`config.mk`:
```
export PLATFORM = sky130hd
export DESIGN_NAME = fga_seq_flat
export DESIGN_NICKNAME = d
export VERILOG_FILES = /design/src/sv/fold_gram_accumulator_assert.svh /design/src/sv/fga_pkg.sv /design/src/sv/fga_if.sv /design/src/sv/fga_seq.sv /design/src/flat_wrapper.sv
export SDC_FILE = /design/constraint.sdc
export NUM_CORES = 1
export LEC_CHECK = 0
export BUFFER_PORTS_ARGS = -buffer_cell sky130_fd_sc_hd__buf_2
export CAP_MARGIN = 20
export CORE_MARGIN = 4
export CORE_UTILIZATION = 28
export CTS_CLUSTER_DIAMETER = 120
export CTS_CLUSTER_SIZE = 8
export DETAILED_ROUTE_END_ITERATION = 12
export GPL_ROUTABILITY_DRIVEN = 0
export PLACE_DENSITY = 0.47
export SLEW_MARGIN = 10
export SYNTH_ARGS = -nofsm -noshare
export SYNTH_HDL_FRONTEND = slang
export SYNTH_SLANG_ARGS = --single-unit
```
`constraint.sdc`:
```
create_clock -name clk -period 4.6 [get_ports clk]
set_clock_uncertainty 0.1 [all_clocks]
set_input_delay 0.92 -clock clk [delete_from_list [all_inputs] [get_ports clk]]
set_output_delay 0.92 -clock clk [all_outputs]
set_load 0.02 [all_outputs]
```
`src/sv/fold_gram_accumulator_assert.svh`:
```
// Assertion macros for the fold Gram accumulator.
`ifndef FOLD_GRAM_ACCUMULATOR_ASSERT_SVH
`define FOLD_GRAM_ACCUMULATOR_ASSERT_SVH
`ifndef SYNTHESIS
`define FGA_ASSERT_IMP(label, a, b) \
    label: assert property (@(posedge clk) disable iff (!rst_n) (a) |-> (b)) \
        else $error("fold_gram_accumulator: assertion failed");
`define FGA_ASSERT_NXT(label, a, b) \
    label: assert property (@(posedge clk) disable iff (!rst_n) (a) |=> (b)) \
        else $error("fold_gram_accumulator: assertion failed");
`else
`define FGA_ASSERT_IMP(label, a, b)
`define FGA_ASSERT_NXT(label, a, b)
`endif
`endif

```
`src/sv/fga_pkg.sv`:
```
package fga_pkg;

    localparam int MAX_FEATURES = 16;
    localparam int MAX_FOLDS    = 16;
    localparam int SAMPLE_W     = 16;
    localparam int ACC_W        = 56;
    localparam int IDX_W        = 4;
    localparam int CNT_W        = 5;
    localparam int GRAM_AW      = 12;
    localparam int VEC_AW       = 9;
    localparam int PROD_W       = 2 * SAMPLE_W;

    localparam logic signed [SAMPLE_W-1:0] ONE_Q = SAMPLE_W'(4096);

    typedef enum logic [2:0] {
        OP_ACC    = 3'd0,
        OP_RD_GRAM = 3'd1,
        OP_RD_CROSS = 3'd2,
        OP_RD_ENERGY = 3'd3,
        OP_CLEAR  = 3'd4
    } opcode_t;

    localparam logic [1:0] ST_OK    = 2'd0;
    localparam logic [1:0] ST_SAT   = 2'd1;
    localparam logic [1:0] ST_RANGE = 2'd2;

    localparam logic [1:0] CFG_NUM_FEATURES = 2'd0;
    localparam logic [1:0] CFG_ADD_BIAS     = 2'd1;
    localparam logic [1:0] CFG_NUM_FOLDS    = 2'd2;

    typedef struct packed {
        logic [CNT_W-1:0] num_features;
        logic             add_bias;
        logic [CNT_W-1:0] num_folds;
    } cfg_t;

    typedef struct packed {
        logic                       rmw;
        logic                       vec;
        logic [GRAM_AW-1:0]         addr;
        logic signed [SAMPLE_W-1:0] mul_a;
        logic signed [SAMPLE_W-1:0] mul_b;
    } mem_req_t;

endpackage

```
`src/sv/fga_if.sv`:
```
interface fga_req_if;
    logic                                valid;
    logic                                ready;
    logic [2:0]                          opcode;
    logic signed [fga_pkg::SAMPLE_W-1:0] feature_value;
    logic signed [fga_pkg::SAMPLE_W-1:0] target_value;
    logic [fga_pkg::IDX_W-1:0]           row_index;
    logic [fga_pkg::IDX_W-1:0]           col_index;
    logic [fga_pkg::IDX_W-1:0]           fold_index;

    modport source(output valid, opcode, feature_value, target_value, row_index, col_index,
                   fold_index, input ready);
    modport sink(input valid, opcode, feature_value, target_value, row_index, col_index,
                 fold_index, output ready);
endinterface

interface fga_rsp_if;
    logic                             valid;
    logic                             ready;
    logic signed [fga_pkg::ACC_W-1:0] read_data;
    logic [1:0]                       status;
    logic                             line_done;

    modport source(output valid, read_data, status, line_done, input ready);
    modport sink(input valid, read_data, status, line_done, output ready);
endinterface

```
`src/sv/fga_seq.sv`:
```
module fga_seq
(
    input  logic                            clk,
    input  logic                            rst_n,
    input  fga_pkg::cfg_t                   cfg,
    fga_req_if.sink                         req,
    fga_rsp_if.source                       rsp,
    output fga_pkg::mem_req_t               mem_req,
    output logic                            clr_en,
    output logic [fga_pkg::GRAM_AW-1:0]     clr_addr,
    input  logic [fga_pkg::ACC_W-1:0]       rd_data,
    input  logic                            sat
);

    typedef enum logic [8:0] {
        S_IDLE   = 9'b000000001,
        S_GRAM   = 9'b000000010,
        S_CROSS  = 9'b000000100,
        S_ENERGY = 9'b000001000,
        S_DRAIN  = 9'b000010000,
        S_RDISS  = 9'b000100000,
        S_RDWAIT = 9'b001000000,
        S_CLEAR  = 9'b010000000,
        S_DONE   = 9'b100000000
    } state_t;

    localparam int IW = fga_pkg::IDX_W;
    localparam int CW = fga_pkg::CNT_W;
    localparam int SW = fga_pkg::SAMPLE_W;

    state_t state_reg, state_next;

    logic [CW-1:0]        pos_reg;
    logic [IW-1:0]        fold_reg;
    logic [IW-1:0]        col_reg;
    logic [IW-1:0]        xcol_reg;
    logic [IW-1:0]        j_reg;
    logic signed [SW-1:0] v_reg;
    logic signed [SW-1:0] x_reg;
    logic signed [SW-1:0] t_reg;
    logic                 do_x_reg;
    logic                 line_end_reg;
    logic                 rd_vec_reg;
    logic [fga_pkg::GRAM_AW-1:0] addr_reg;
    logic                 sat_reg;
    logic [fga_pkg::ACC_W-1:0] res_data_reg;
    logic [1:0]           res_status_reg;
    logic                 res_done_reg;
    logic [fga_pkg::GRAM_AW-1:0] clr_cnt_reg;
    logic                 clr_op_reg;
    logic                 out_valid_reg;
    logic [fga_pkg::ACC_W-1:0] out_data_reg;
    logic [1:0]           out_status_reg;
    logic                 out_done_reg;
    logic signed [SW-1:0] lb_reg [fga_pkg::MAX_FEATURES];

    logic [CW-1:0]        nf;
    logic [CW-1:0]        nk;
    logic                 bias_now;
    logic [CW-1:0]        p1;
    logic [CW-1:0]        p2;
    logic                 do_x;
    logic                 line_end;
    logic                 bad;
    logic [IW-1:0]        fold_next;
    logic                 out_free;
    logic [CW-1:0]        fold_inc;

    always_comb
    begin
        if (cfg.num_features == '0)
        begin
            nf = CW'(1);
        end
        else if (cfg.num_features > CW'(fga_pkg::MAX_FEATURES))
        begin
            nf = CW'(fga_pkg::MAX_FEATURES);
        end
        else
        begin
            nf = cfg.num_features;
        end
        if (cfg.num_folds == '0)
        begin
            nk = CW'(1);
        end
        else if (cfg.num_folds > CW'(fga_pkg::MAX_FOLDS))
        begin
            nk = CW'(fga_pkg::MAX_FOLDS);
        end
        else
        begin
            nk = cfg.num_folds;
        end
    end

    assign bias_now = (pos_reg == '0) && cfg.add_bias;
    assign p1       = bias_now ? CW'(1) : pos_reg;
    assign do_x     = p1 < nf;
    assign p2       = do_x ? p1 + CW'(1) : p1;
    assign line_end = p2 >= nf;
    assign fold_inc = {1'b0, fold_reg} + CW'(1);
    assign fold_next = (fold_inc >= nk) ? '0 : fold_inc[IW-1:0];
    assign out_free = !out_valid_reg || rsp.ready;

    always_comb
    begin
        bad = {1'b0, req.fold_index} >= nk;
        if ((req.opcode == fga_pkg::OP_RD_GRAM || req.opcode == fga_pkg::OP_RD_CROSS)
            && {1'b0, req.row_index} >= nf)
        begin
            bad = 1'b1;
        end
        if (req.opcode == fga_pkg::OP_RD_GRAM && {1'b0, req.col_index} >= nf)
        begin
            bad = 1'b1;
        end
    end

    always_comb
    begin
        state_next = state_reg;
        unique case (state_reg)
            S_IDLE:
            begin
                if (req.valid)
                begin
                    unique case (req.opcode)
                        fga_pkg::OP_ACC:
                        begin
                            state_next = (bias_now || do_x) ? S_GRAM : S_ENERGY;
                        end
                        fga_pkg::OP_RD_GRAM, fga_pkg::OP_RD_CROSS, fga_pkg::OP_RD_ENERGY:
                        begin
                            state_next = bad ? S_DONE : S_RDISS;
                        end
                        fga_pkg::OP_CLEAR:
                        begin
                            state_next = S_CLEAR;
                        end
                        default:
                        begin
                            state_next = S_DONE;
                        end
                    endcase
                end
            end
            S_GRAM:
            begin
                if (j_reg == col_reg)
                begin
                    state_next = S_CROSS;
                end
            end
            S_CROSS:
            begin
                priority if (do_x_reg)
                begin
                    state_next = S_GRAM;
                end
                else if (line_end_reg)
                begin
                    state_next = S_ENERGY;
                end
                else
                begin
                    state_next = S_DRAIN;
                end
            end
            S_ENERGY: state_next = S_DRAIN;
            S_DRAIN:  state_next = S_DONE;
            S_RDISS:  state_next = S_RDWAIT;
            S_RDWAIT: state_next = S_DONE;
            S_CLEAR:
            begin
                if (clr_cnt_reg == '1)
                begin
                    state_next = clr_op_reg ? S_DONE : S_IDLE;
                end
            end
            S_DONE:
            begin
                if (out_free)
                begin
                    state_next = S_IDLE;
                end
            end
            default: state_next = S_IDLE;
        endcase
    end

    always_comb
    begin
        mem_req.rmw   = 1'b0;
        mem_req.vec   = rd_vec_reg;
        mem_req.addr  = addr_reg;
        mem_req.mul_a = v_reg;
        mem_req.mul_b = t_reg;
        if (state_reg == S_GRAM)
        begin
            mem_req.rmw   = 1'b1;
            mem_req.vec   = 1'b0;
            mem_req.addr  = {fold_reg, col_reg, j_reg};
            mem_req.mul_b = (j_reg == col_reg) ? v_reg : lb_reg[j_reg];
        end
        else if (state_reg == S_CROSS)
        begin
            mem_req.rmw  = 1'b1;
            mem_req.vec  = 1'b1;
            mem_req.addr = {3'b000, 1'b0, fold_reg, col_reg};
        end
        else if (state_reg == S_ENERGY)
        begin
            mem_req.rmw   = 1'b1;
            mem_req.vec   = 1'b1;
            mem_req.addr  = {3'b000, 1'b1, fold_reg, {IW{1'b0}}};
            mem_req.mul_a = t_reg;
        end
    end

    assign clr_en   = state_reg == S_CLEAR;
    assign clr_addr = clr_cnt_reg;

    always_ff @(posedge clk)
    begin
        if (state_reg == S_CROSS)
        begin
            lb_reg[col_reg] <= v_reg;
        end
    end

    always_ff @(posedge clk or negedge rst_n)
    begin
        if (!rst_n)
        begin
            state_reg      <= S_CLEAR;
            pos_reg        <= '0;
            fold_reg       <= '0;
            clr_cnt_reg    <= '0;
            clr_op_reg     <= 1'b0;
            do_x_reg       <= 1'b0;
            line_end_reg   <= 1'b0;
            sat_reg        <= 1'b0;
            out_valid_reg  <= 1'b0;
            j_reg          <= '0;
        end
        else
        begin
            state_reg <= state_next;
            if (state_reg == S_IDLE && req.valid)
            begin
                sat_reg <= 1'b0;
            end
            else if (sat)
            begin
                sat_reg <= 1'b1;
            end
            if (state_reg == S_DONE && out_free)
            begin
                out_valid_reg <= 1'b1;
            end
            else if (out_valid_reg && rsp.ready)
            begin
                out_valid_reg <= 1'b0;
            end
            unique case (state_reg)
                S_IDLE:
                begin
                    if (req.valid)
                    begin
                        res_data_reg   <= '0;
                        res_done_reg   <= (req.opcode == fga_pkg::OP_ACC) && line_end;
                        j_reg          <= '0;
                        t_reg          <= req.target_value;
                        x_reg          <= req.feature_value;
                        rd_vec_reg     <= req.opcode != fga_pkg::OP_RD_GRAM;
                        unique case (req.opcode)
                            fga_pkg::OP_ACC:
                            begin
                                res_status_reg <= fga_pkg::ST_OK;
                                do_x_reg     <= bias_now && do_x;
                                xcol_reg     <= p1[IW-1:0];
                                line_end_reg <= line_end;
                                pos_reg      <= line_end ? '0 : p2;
                                col_reg      <= bias_now ? '0 : p1[IW-1:0];
                                v_reg        <= bias_now ? fga_pkg::ONE_Q : req.feature_value;
                            end
                            fga_pkg::OP_RD_GRAM:
                            begin
                                res_status_reg <= bad ? fga_pkg::ST_RANGE : fga_pkg::ST_OK;
                                addr_reg <= (req.row_index >= req.col_index)
                                    ? {req.fold_index, req.row_index, req.col_index}
                                    : {req.fold_index, req.col_index, req.row_index};
                            end
                            fga_pkg::OP_RD_CROSS:
                            begin
                                res_status_reg <= bad ? fga_pkg::ST_RANGE : fga_pkg::ST_OK;
                                addr_reg <= {3'b000, 1'b0, req.fold_index, req.row_index};
                            end
                            fga_pkg::OP_RD_ENERGY:
                            begin
                                res_status_reg <= bad ? fga_pkg::ST_RANGE : fga_pkg::ST_OK;
                                addr_reg <= {3'b000, 1'b1, req.fold_index, {IW{1'b0}}};
                            end
                            fga_pkg::OP_CLEAR:
                            begin
                                res_status_reg <= fga_pkg::ST_OK;
                                clr_cnt_reg <= '0;
                                clr_op_reg  <= 1'b1;
                            end
                            default:
                            begin
                                res_status_reg <= fga_pkg::ST_OK;
                            end
                        endcase
                    end
                end
                S_GRAM:
                begin
                    j_reg <= (j_reg == col_reg) ? '0 : j_reg + IW'(1);
                end
                S_CROSS:
                begin
                    if (do_x_reg)
                    begin
                        do_x_reg <= 1'b0;
                        col_reg  <= xcol_reg;
                        v_reg    <= x_reg;
                    end
                end
                S_ENERGY:
                begin
                    fold_reg <= fold_next;
                end
                S_RDWAIT:
                begin
                    res_data_reg <= rd_data;
                end
                S_CLEAR:
                begin
                    clr_cnt_reg <= clr_cnt_reg + fga_pkg::GRAM_AW'(1);
                    pos_reg     <= '0;
                    fold_reg    <= '0;
                    if (clr_cnt_reg == '1)
                    begin
                        clr_op_reg <= 1'b0;
                    end
                end
                S_DONE:
                begin
                    if (out_free)
                    begin
                        out_data_reg   <= res_data_reg;
                        out_status_reg <= sat_reg ? fga_pkg::ST_SAT : res_status_reg;
                        out_done_reg   <= res_done_reg;
                    end
                end
                default:
                begin
                end
            endcase
        end
    end

    assign req.ready     = state_reg == S_IDLE;
    assign rsp.valid     = out_valid_reg;
    assign rsp.read_data = out_data_reg;
    assign rsp.status    = out_status_reg;
    assign rsp.line_done = out_done_reg;

endmodule
```
`src/flat_wrapper.sv`:
```
// flat-port wrapper written by rule: the top's interface ports become plain ports
module fga_seq_flat 
  (clk, rst_n, cfg, mem_req, clr_en, clr_addr, rd_data, sat, req_valid, req_opcode, req_feature_value, req_target_value, req_row_index, req_col_index, req_fold_index, req_ready, rsp_valid, rsp_read_data, rsp_status, rsp_line_done, rsp_ready);
  fga_req_if req_i ();
  fga_rsp_if rsp_i ();
  input  logic clk;
  input  logic rst_n;
  input  fga_pkg::cfg_t cfg;
  output fga_pkg::mem_req_t mem_req;
  output logic clr_en;
  output logic [fga_pkg::GRAM_AW-1:0] clr_addr;
  input  logic [fga_pkg::ACC_W-1:0] rd_data;
  input  logic sat;
  input wire logic [$bits(req_i.valid)-1:0] req_valid;
  input wire logic [$bits(req_i.opcode)-1:0] req_opcode;
  input wire logic [$bits(req_i.feature_value)-1:0] req_feature_value;
  input wire logic [$bits(req_i.target_value)-1:0] req_target_value;
  input wire logic [$bits(req_i.row_index)-1:0] req_row_index;
  input wire logic [$bits(req_i.col_index)-1:0] req_col_index;
  input wire logic [$bits(req_i.fold_index)-1:0] req_fold_index;
  output wire logic [$bits(req_i.ready)-1:0] req_ready;
  output wire logic [$bits(rsp_i.valid)-1:0] rsp_valid;
  output wire logic [$bits(rsp_i.read_data)-1:0] rsp_read_data;
  output wire logic [$bits(rsp_i.status)-1:0] rsp_status;
  output wire logic [$bits(rsp_i.line_done)-1:0] rsp_line_done;
  input wire logic [$bits(rsp_i.ready)-1:0] rsp_ready;
  assign req_i.valid = req_valid;
  assign req_i.opcode = req_opcode;
  assign req_i.feature_value = req_feature_value;
  assign req_i.target_value = req_target_value;
  assign req_i.row_index = req_row_index;
  assign req_i.col_index = req_col_index;
  assign req_i.fold_index = req_fold_index;
  assign req_ready = req_i.ready;
  assign rsp_valid = rsp_i.valid;
  assign rsp_read_data = rsp_i.read_data;
  assign rsp_status = rsp_i.status;
  assign rsp_line_done = rsp_i.line_done;
  assign rsp_i.ready = rsp_ready;
  fga_seq u_core (.clk(clk), .rst_n(rst_n), .cfg(cfg), .req(req_i), .rsp(rsp_i), .mem_req(mem_req), .clr_en(clr_en), .clr_addr(clr_addr), .rd_data(rd_data), .sat(sat));
endmodule
```
==> run metrics, run 1 <==
final setup fails 0; drt total wl ~53000 um; status finished clean; H-tree Lvls 3; #FFs+latches synth just under 500; fin area ~25000 sq um; total gr overflow 0; Hold Vio Cnt, Final 0; worst path arrival time approximately 3.4 ns; P_leak around 8.7 nW; dpl hpwl ~35000 um; die area 75300 sq um; 1st-iter DRT viols ~830; Period minus WS final 4.40 ns; VDD IR-drop max around 0.24 mV; die height around 270 um; CTS max path bufs 3; quantity of I/O buffers inserted on ports between 200 and 250; Setup crit start u_core.j_reg[0]; R2R cell count 12; Post-CTS Resized 0; commonest non-fill, non-tap cell in the layout edfxtp_1; register area share after synthesis between 70% and 80%; DRC errors left 0; Worst Hold Class input pin to async pin; top cells by area, synth edfxtp_1 67%, mux4_2 9.1%, dfrtp_1 4.8%; TritonCTS Buffers 70; reg-to-reg endpoint u_core.pos_reg[3]; startpoint types flip-flop; GRT Overall Usage 14.0%; first-pass GRT wire length just under 80000 um; Pre-antenna DRT Iters 5; Post-CTS Hold Buffers 0; Max Slew Vio Count 0; nets@finish approximately 1.6k; Clock Sinks a little under 500; Fin Hold WS roughly 0.12 ns; kind of critical path flip-flop to output pin; antenna-violating nets left 0; share of cells above drive strength 1 roughly 34%; CTS tree done; asr flop ratio synth about 8.1%; crit share post-route 95.6%; CP required ~3.6 ns; CTS clock-pin slew for the worst setup and hold paths roughly 0.05 ns; synth warn 0; DP Area around 23000 sq um; Post-Syn Area between 15000 and 20000 sq um; Yosys top cell by area edfxtp_1; vias per inst about 4.7; number of flip-flops in the largest register 256; Highest Signal Layer met5; TNS Setup 0 ns; antenna violations before repair 3; Die X around 270 um; clock latency on the worst-skew pair 0.59 ns; io pins around 240; WL met3 between 2000 and 2500 um; Syn Area/Cell around 17 sq um; Top FF cell, synth edfxtp_1; pin count of the biggest net entering global routing 60; Mapped Cells ~1.1k; row cnt 97; DRT met1 WL ~23000 um; routed len/inst approximately 22 um; r2r startpoint u_core.pos_reg[1]; Synth cell types 63; synth-to-layout area growth 23.2%; Synth Net Count about 1.3k; core box area approximately 70000 sq um; reg2reg setup slack between 1 and 1.5 ns; crit path capture mem_req[0]; Yosys top cell area share roughly 67%; commonest non-fill, non-tap cells in the layout 442 x edfxtp_1, 238 x buf_2, 80 x mux4_2; Initial Util roughly 28%; worst-path maximum fanout 16; critical path capture point type output pin; RSZ-0062 raised after global routing false; routed vias between 10k and 15k; met2 routed WL roughly 27000 um; Max-Cap Viols 0; Setup Fix Bufs, Post-CTS 0; pwr dens between 400 and 500 nW/um^2; slew margin rel. 24.3%; vias in the first global route 12.0k; Clock Tree Root clkbuf_16; Post-synth EDFFs between 400 and 500; fmax roughly 230 MHz; final core utilization 34.9%; actual slew at the worst max-slew pin 1.11 ns
==> report_power, final <==
| group | internal [mW] | leakage, nW | total [mW] | switching, mW |
|---|---|---|---|---|
| logic | 0.729 | 3.28 | 1.76 | 1.03 |
| registers | 5.14 | 4.47 | 5.39 | 0.255 |
| clock network | 2.88 | 0.951 | 4.66 | 1.78 |
| total | 8.75 | 8.70 | 11.8 | 3.07 |
==> critical path, stage by stage, from the launching register on <==
cell	delay, ns
dfrtp_4	0.69
buf_4	0.36
mux4_2	0.55
mux4_2	0.48
and3_1	0.25
a221o_1	0.28
buf_2	0.16
==> worst min-delay path by stage <==
stage,startpoint,endpoint,slack (ns)
after floorplan,u_core.res_done_reg,u_core.rsp.line_done,0.30
after detailed placement,u_core.res_data_reg[12],u_core.rsp.read_data[12],0.30
after global routing,rst_n,u_core.clr_addr[1],0.13
final,rst_n,u_core.clr_addr[7],0.12
after global placement,u_core.res_data_reg[32],u_core.rsp.read_data[32],0.30
after CTS,rst_n,u_core.clr_addr[1],0.09
==> routing by layer <==
layer | vias up | track usage (%)
met2 | 235 | 23.5
met4 | 4 | 4.43
met1 | 5924 | 18.4
met5 | - | 0
met3 | 76 | 2.56
li1 | 5129 | -
==> Yosys cell counts (17+ instances only) <==
library cell,number
a21oi_1,17
a221o_1,17
a22o_1,27
and2_1,62
and3_1,22
clkbuf_1,36
dfrtp_1,38
edfxtp_1,442
ha_1,32
inv_1,27
mux2_2,17
mux4_2,80
nand2_1,57
nor2_1,50
o21ai_0,37
xnor2_1,17
==> cell families (layout without fill, tap and decap cells) <==
kind of cell	count (synthesis)	in the layout	share of synthesized area (%)
simple gates	280	280	7.80
flops	481	481	71.7
mux	107	107	10.5
fa+ha+maj	32	32	2.01
buf+inv	84	416	1.83
other cells	0	2	0
compound gates	142	142	5.19
xor+xnor	22	22	0.969
==> area by class of cell <==
type,instances,area [sq um]
clock inverters,5,78.8
well taps,940,1180
clock buffers,95,1890
multi-input cells,583,5330
repair buffers,288,1660
diodes,2,5.00
inverters,28,110
flip-flops and latches,481,14300
fillers,6830,45600
==> per-stage QoR <==
step	worst slack (ns)	std cells	power (mW)
finish	0.204	2422	11.8
global route	0.0515	2421	12.4
CTS	0.118	2419	12.0
detailed placement	0.303	2319	7.25
global placement	0.389	2319	7.22
floorplan	0.0226	1148	6.61
(Power assumes the default switching activity.)
==> inputs of run 2 (changes only) <==
--- a/config.mk
+++ b/config.mk
@@ -9,11 +9,12 @@
 export CAP_MARGIN = 20
 export CORE_MARGIN = 4
 export CORE_UTILIZATION = 28
+export CTS_BUF_LIST = sky130_fd_sc_hd__clkbuf_4
 export CTS_CLUSTER_DIAMETER = 120
 export CTS_CLUSTER_SIZE = 8
 export DETAILED_ROUTE_END_ITERATION = 12
 export GPL_ROUTABILITY_DRIVEN = 0
-export PLACE_DENSITY = 0.47
+export PLACE_DENSITY = 0.46
 export SLEW_MARGIN = 10
 export SYNTH_ARGS = -nofsm -noshare
 export SYNTH_HDL_FRONTEND = slang
==> constraint.sdc (replaced) <==
create_clock -name clk -period 4 [get_ports clk]
set_clock_uncertainty 0.1 [all_clocks]
set_input_delay 0.8 -clock clk [delete_from_list [all_inputs] [get_ports clk]]
set_output_delay 0.8 -clock clk [all_outputs]
set_load 0.02 [all_outputs]
==> run 2 against run 1 <==
Against the previous run: the run now ends with setup timing left; total power fell by 2.2%; die area unchanged; utilization rose by 0.80 points; non-clock buffer count grew 96; register-to-register slack lost 0.55 ns; count of clock-buffer cells in the layout shrank 4; critical endpoint is now mem_req[3].
==> run metrics, run 2 (synthesis results as in run 1) <==
Fin Hold WS 0.0913 ns; io pins 239; DRC errors left 0; register area between 10000 and 15000 sq um; failing checks setup timing; startpoint types flip-flop; pin count of the biggest net entering global routing 59; status finished with violations; slowest stage delay, CP between 0.5 and 0.6 ns; CP required 3.10 ns; reg2reg setup slack 0.52 ns; crit share post-route 103%; routed len/inst 22.1 um; commonest non-fill, non-tap cell in the layout edfxtp_1; pwr dens 461 nW/um^2; critical path capture point type output pin; Die X 274 um; Clock Tree Root clkbuf_4; VDD IR-drop max around 0.26 mV; kind of critical path flip-flop to output pin; P_leak approximately 9 nW; Pre-antenna DRT Iters 5; number of flip-flops in the largest register ~260; routed vias 11.6k; drt total wl between 50000 and 60000 um; worst-path maximum fanout 5; RSZ-0062 raised after global routing true; nets@finish between 1.5k and 2k; Setup crit start u_core.j_reg[0]; vias in the first global route approximately 12k; antenna-violating nets left 0; Max Slew Vio Count 0; TritonCTS Buffers 70; 1st-iter DRT viols just under 800; Post-Place Cells 2329; r2r startpoint u_core.pos_reg[1]; Period minus WS final ~4.1 ns; Clock Sinks around 480; Critical-path top delay cell mux4_2; share of cells above drive strength 1 around two fifths; final setup fails 24; post-route worst setup slack -0.132 ns; total gr overflow 0; Post-Layout Cell Count around 2.5k; fill cell count between 6k and 7k; row cnt 97; CTS tree done; commonest non-fill, non-tap cells in the layout 442 x edfxtp_1, 201 x buf_2, 91 x clkbuf_4; CP bufs+invs 3; fmax between 200 and 250 MHz; actual slew at the worst max-slew pin slightly above 0.8 ns; first-pass GRT wire length 80100 um; Initial Util around 28%; antenna violations before repair 7; GRT Overall Usage between 10% and 20%; Worst Hold Class input pin to flip-flop; dpl hpwl between 30000 and 40000 um; core box area ~70000 sq um; H-tree Lvls 3; Post-Place Worst Slack -0.0673 ns; area occupied by multi-input gates 5550 sq um; crit path cell chain buf_6 -> buf_12 -> mux4_2 -> mux4_2 -> and3_4 -> a221o_1 -> buf_6; worst path arrival time between 3 and 4 ns; Hold Path Origin req_target_value[13]; synth-to-layout area growth 26.1%; CTS max path bufs 3; Worst path top cell family by delay multiplexers; slew margin rel. between 40% and 50%; vias per inst ~4.6; CTS clock-pin slew for the worst setup and hold paths 0.09 ns; quantity of I/O buffers inserted on ports between 200 and 250; Hold Vio Cnt, Final 0; die height 274 um; Max-Cap Viols 0; die area 75300 sq um; clock latency on the worst-skew pair ~0.84 ns
## run 2: what timing repair did
item | in CTS | in global routing
gates resized for setup | 118 | 46
gates cloned | 10 | 2
setup buffers | 25 | 22
hold endpoints to repair | 44 | 0
pin swaps | 15 | 19
hold buffers | 31 | 0
endpoints found under the setup margin | 46 | 45
## run 2: final cells by class
class                           count  share of cell area, %
Antenna cell                        5                 0.0499
Timing Repair Buffer              384                   12.6
Clock inverter                      8                  0.424
Inverter                           28                  0.439
Multi-Input combinational cell    583                   22.2
Sequential cell                   481                   56.9
Clock buffer                       91                   2.73
Tap cell                          940                   4.69
## run 2: stage by stage
stage	power [mW]	cell area (sq um)	TNS (ns)	util, %
after floorplan	7.60	19900	0	-
after global placement	8.33	22800	0	32.4
after detailed placement	8.35	22800	-0.0949	32.4
after CTS	11.7	24700	-4.40	35.2
after global routing	12.2	25100	-7.58	35.7
final	11.6	25100	-1.62	35.7
## run 2: power breakdown
group	internal, mW	switching (mW)	leakage (nW)
registers	5.89	0.255	4.46
logic	1.19	1.35	3.97
clock network	1.18	1.70	0.468
## run 2: final timing paths
path,cells past startpoint,end
min in group asynchronous,2,u_core.clr_addr[10]
min,1,u_core.t_reg[13]
max,7,mem_req[3]
min reg2reg,0,u_core.rsp.read_data[35]
max reg2reg,13,u_core.pos_reg[4]
max in group asynchronous,3,u_core.state_reg[7]
## run 2: worst reg2reg max path, delay by kind of cell, from the launching register on
family / cells / cell delay (ns)
fa+ha+maj: 2 / 0.64
simple gates: 2 / 0.25
compound gates: 8 / 1.82
flops: 1 / 0.46
xor+xnor: 1 / 0.13
## run 2: layer usage
| layer | part of all wire, % | up-vias | track usage, % |
|---|---|---|---|
| met5 | 0 | - | 0 |
| met1 | 41 | 5954 | 18.0 |
| met4 | 2.5 | 0 | 4.78 |
| li1 | - | 5349 | - |
| met2 | 53 | 259 | 25.4 |
| met3 | 4.1 | 76 | 2.44 |
==> inputs of run 3 (changes only) <==
--- a/config.mk
+++ b/config.mk
@@ -9,9 +9,9 @@
 export CAP_MARGIN = 20
 export CORE_MARGIN = 4
 export CORE_UTILIZATION = 28
-export CTS_BUF_LIST = sky130_fd_sc_hd__clkbuf_4
+export CTS_BUF_LIST = sky130_fd_sc_hd__clkbuf_2 sky130_fd_sc_hd__clkbuf_4 sky130_fd_sc_hd__clkbuf_8
 export CTS_CLUSTER_DIAMETER = 120
-export CTS_CLUSTER_SIZE = 8
+export CTS_CLUSTER_SIZE = 30
 export DETAILED_ROUTE_END_ITERATION = 12
 export GPL_ROUTABILITY_DRIVEN = 0
 export PLACE_DENSITY = 0.46
==> run 3 against run 2 <==
Against the previous run: the run still ends with setup timing left; total power decreased by 8.2%; highest routed layer is now met5; non-clock buffer count decreased by 64; setup slack improved by 0.11 ns; sequential power about the same; count of clock-buffer cells in the layout decreased by 56; die area unchanged; global-route usage decreased by 1.0 points; critical path depth unchanged.
==> run metrics, run 3 (synthesis results as in run 1) <==
CTS max path bufs 3; Post-Place Cells 2329; P_leak 8.23 nW; Max Slew Vio Count 0; die height 274 um; slew margin rel. around 45%; nets@finish roughly 1.6k; DP Area 22800 sq um; commonest non-fill, non-tap cells in the layout 442 x edfxtp_1, 222 x buf_2, 80 x mux4_2; Post-Layout Cell Count 2394; final core utilization around a third; routed len/inst around 22 um; synth-to-layout area growth 19.6%; crit share post-route 100%; die area 75300 sq um; Post-Place Worst Slack -0.0673 ns; Initial Util approximately 28%; share of cells above drive strength 1 between 30 and 40%; TritonCTS Buffers 20; final setup fails 3; io pins around 240; CTS clock-pin slew for the worst setup and hold paths 0.18 ns; CP required just over 3 ns; number of flip-flops in the largest register about 260; status finished with violations; Max-Cap Viols 0; failing checks setup timing; fmax roughly 250 MHz; CTS tree done; drt total wl about 53000 um; row cnt between 90 and 100; antenna-violating nets left 0; dpl hpwl roughly 36000 um; vias in the first global route about 11k; fill cell count ~6.8k; GRT Overall Usage between 10% and 20%; Die X around 270 um; antenna violations before repair 9; Clock Sinks slightly below 500; kind of critical path flip-flop to output pin; total gr overflow 0; core box area 70100 sq um; vias per inst approximately 4.6; H-tree Lvls 1; RSZ-0062 raised after global routing true; critical path capture point type output pin; TNS Setup -0.0337 ns; routed vias 11.1k; worst-path maximum fanout 6; Worst Hold Class input pin to flip-flop; quantity of I/O buffers inserted on ports 238; actual slew at the worst max-slew pin between 0.8 and 0.9 ns; commonest non-fill, non-tap cell in the layout edfxtp_1; Hold Vio Cnt, Final 0; startpoint types flip-flop; DRC errors left 0; pwr dens 446 nW/um^2; pin count of the biggest net entering global routing between 50 and 60; Period minus WS final between 4 and 5 ns; VDD IR-drop max ~0.26 mV; worst path arrival time 3.12 ns; first-pass GRT wire length 75700 um; 1st-iter DRT viols slightly below 800; post-route worst setup slack -0.0191 ns; Clock Tree Root clkbuf_8; clock latency on the worst-skew pair around 0.64 ns; Pre-antenna DRT Iters 5; fin area about 24000 sq um
run 3: cell count changes in the layout (fill, tap and decap cells not counted), sizes merged:
cell and change:
dlygate4sd3 -30, inv -1, diode +1, bufbuf -1
clkbuf -57, clkinvlp -1, clkinv -3, buf -32
bufinv -2
run 3: report_power, final:
part | internal (mW) | leakage [nW] | switching (mW)
Combinational | 1.05 | 3.54 | 1.27
Clock | 0.651 | 0.229 | 1.49
Sequential | 5.89 | 4.47 | 0.266
run 3: worst paths after layout:
path,from,endpoint,slack [ns],cells after the start
worst max register to register,u_core.pos_reg[1],u_core.pos_reg[4],0.49,13
max in group asynchronous,rst_n,u_core.state_reg[7],2.67,3
worst min-delay path,req_target_value[15],u_core.t_reg[15],0.21,1
min in group asynchronous,rst_n,u_core.clr_addr[0],0.52,2
worst min register to register,u_core.res_data_reg[10],u_core.rsp.read_data[10],0.34,0
worst max-delay path,u_core.j_reg[0],mem_req[5],-0.02,7
run 3: critical path, cell delays in order (launching register included):
cell	delay, ns
dfrtp_4	0.51
buf_8	0.15
buf_12	0.15
mux4_2	0.51
mux4_2	0.52
and3_4	0.20
a221o_1	0.28
buf_6	0.14
run 3: final cells by class:
cell class                 count  area (sq um)  area share, %
clock inverter                 1          30.0          0.126
tap                          940          1180           4.95
clock buffer                  35           400           1.68
antenna                        6          15.0         0.0632
sequential                   481         14300           60.0
multi-input combinational    583          5470           23.0
inverter                      28           110          0.463
timing repair buffer         320          2310           9.73
run 3: metrics by stage:
stage	power, mW	hold WS [ns]
floorplan	7.60	0.300
global placement	8.33	0.300
detailed placement	8.35	0.305
CTS	10.7	0.144
global route	11.2	0.143
finish	10.6	0.210
run 3: metal layers:
metal	up-vias	routed length (um)	GRT usage [%]
met3	50	1810	1.79
met2	178	27600	24.0
met5	-	47	0
met4	6	1080	3.02
li1	5067	-	-
met1	5816	22000	17.4
run 3: what timing repair did:
action,4_1_cts,5_1_grt
pin swaps,4,1
endpoints found under the hold margin,14,0
gates cloned,5,2
gates resized for setup,65,10
hold buffers,1,0
endpoints found under the setup margin,42,21
setup buffers,13,5
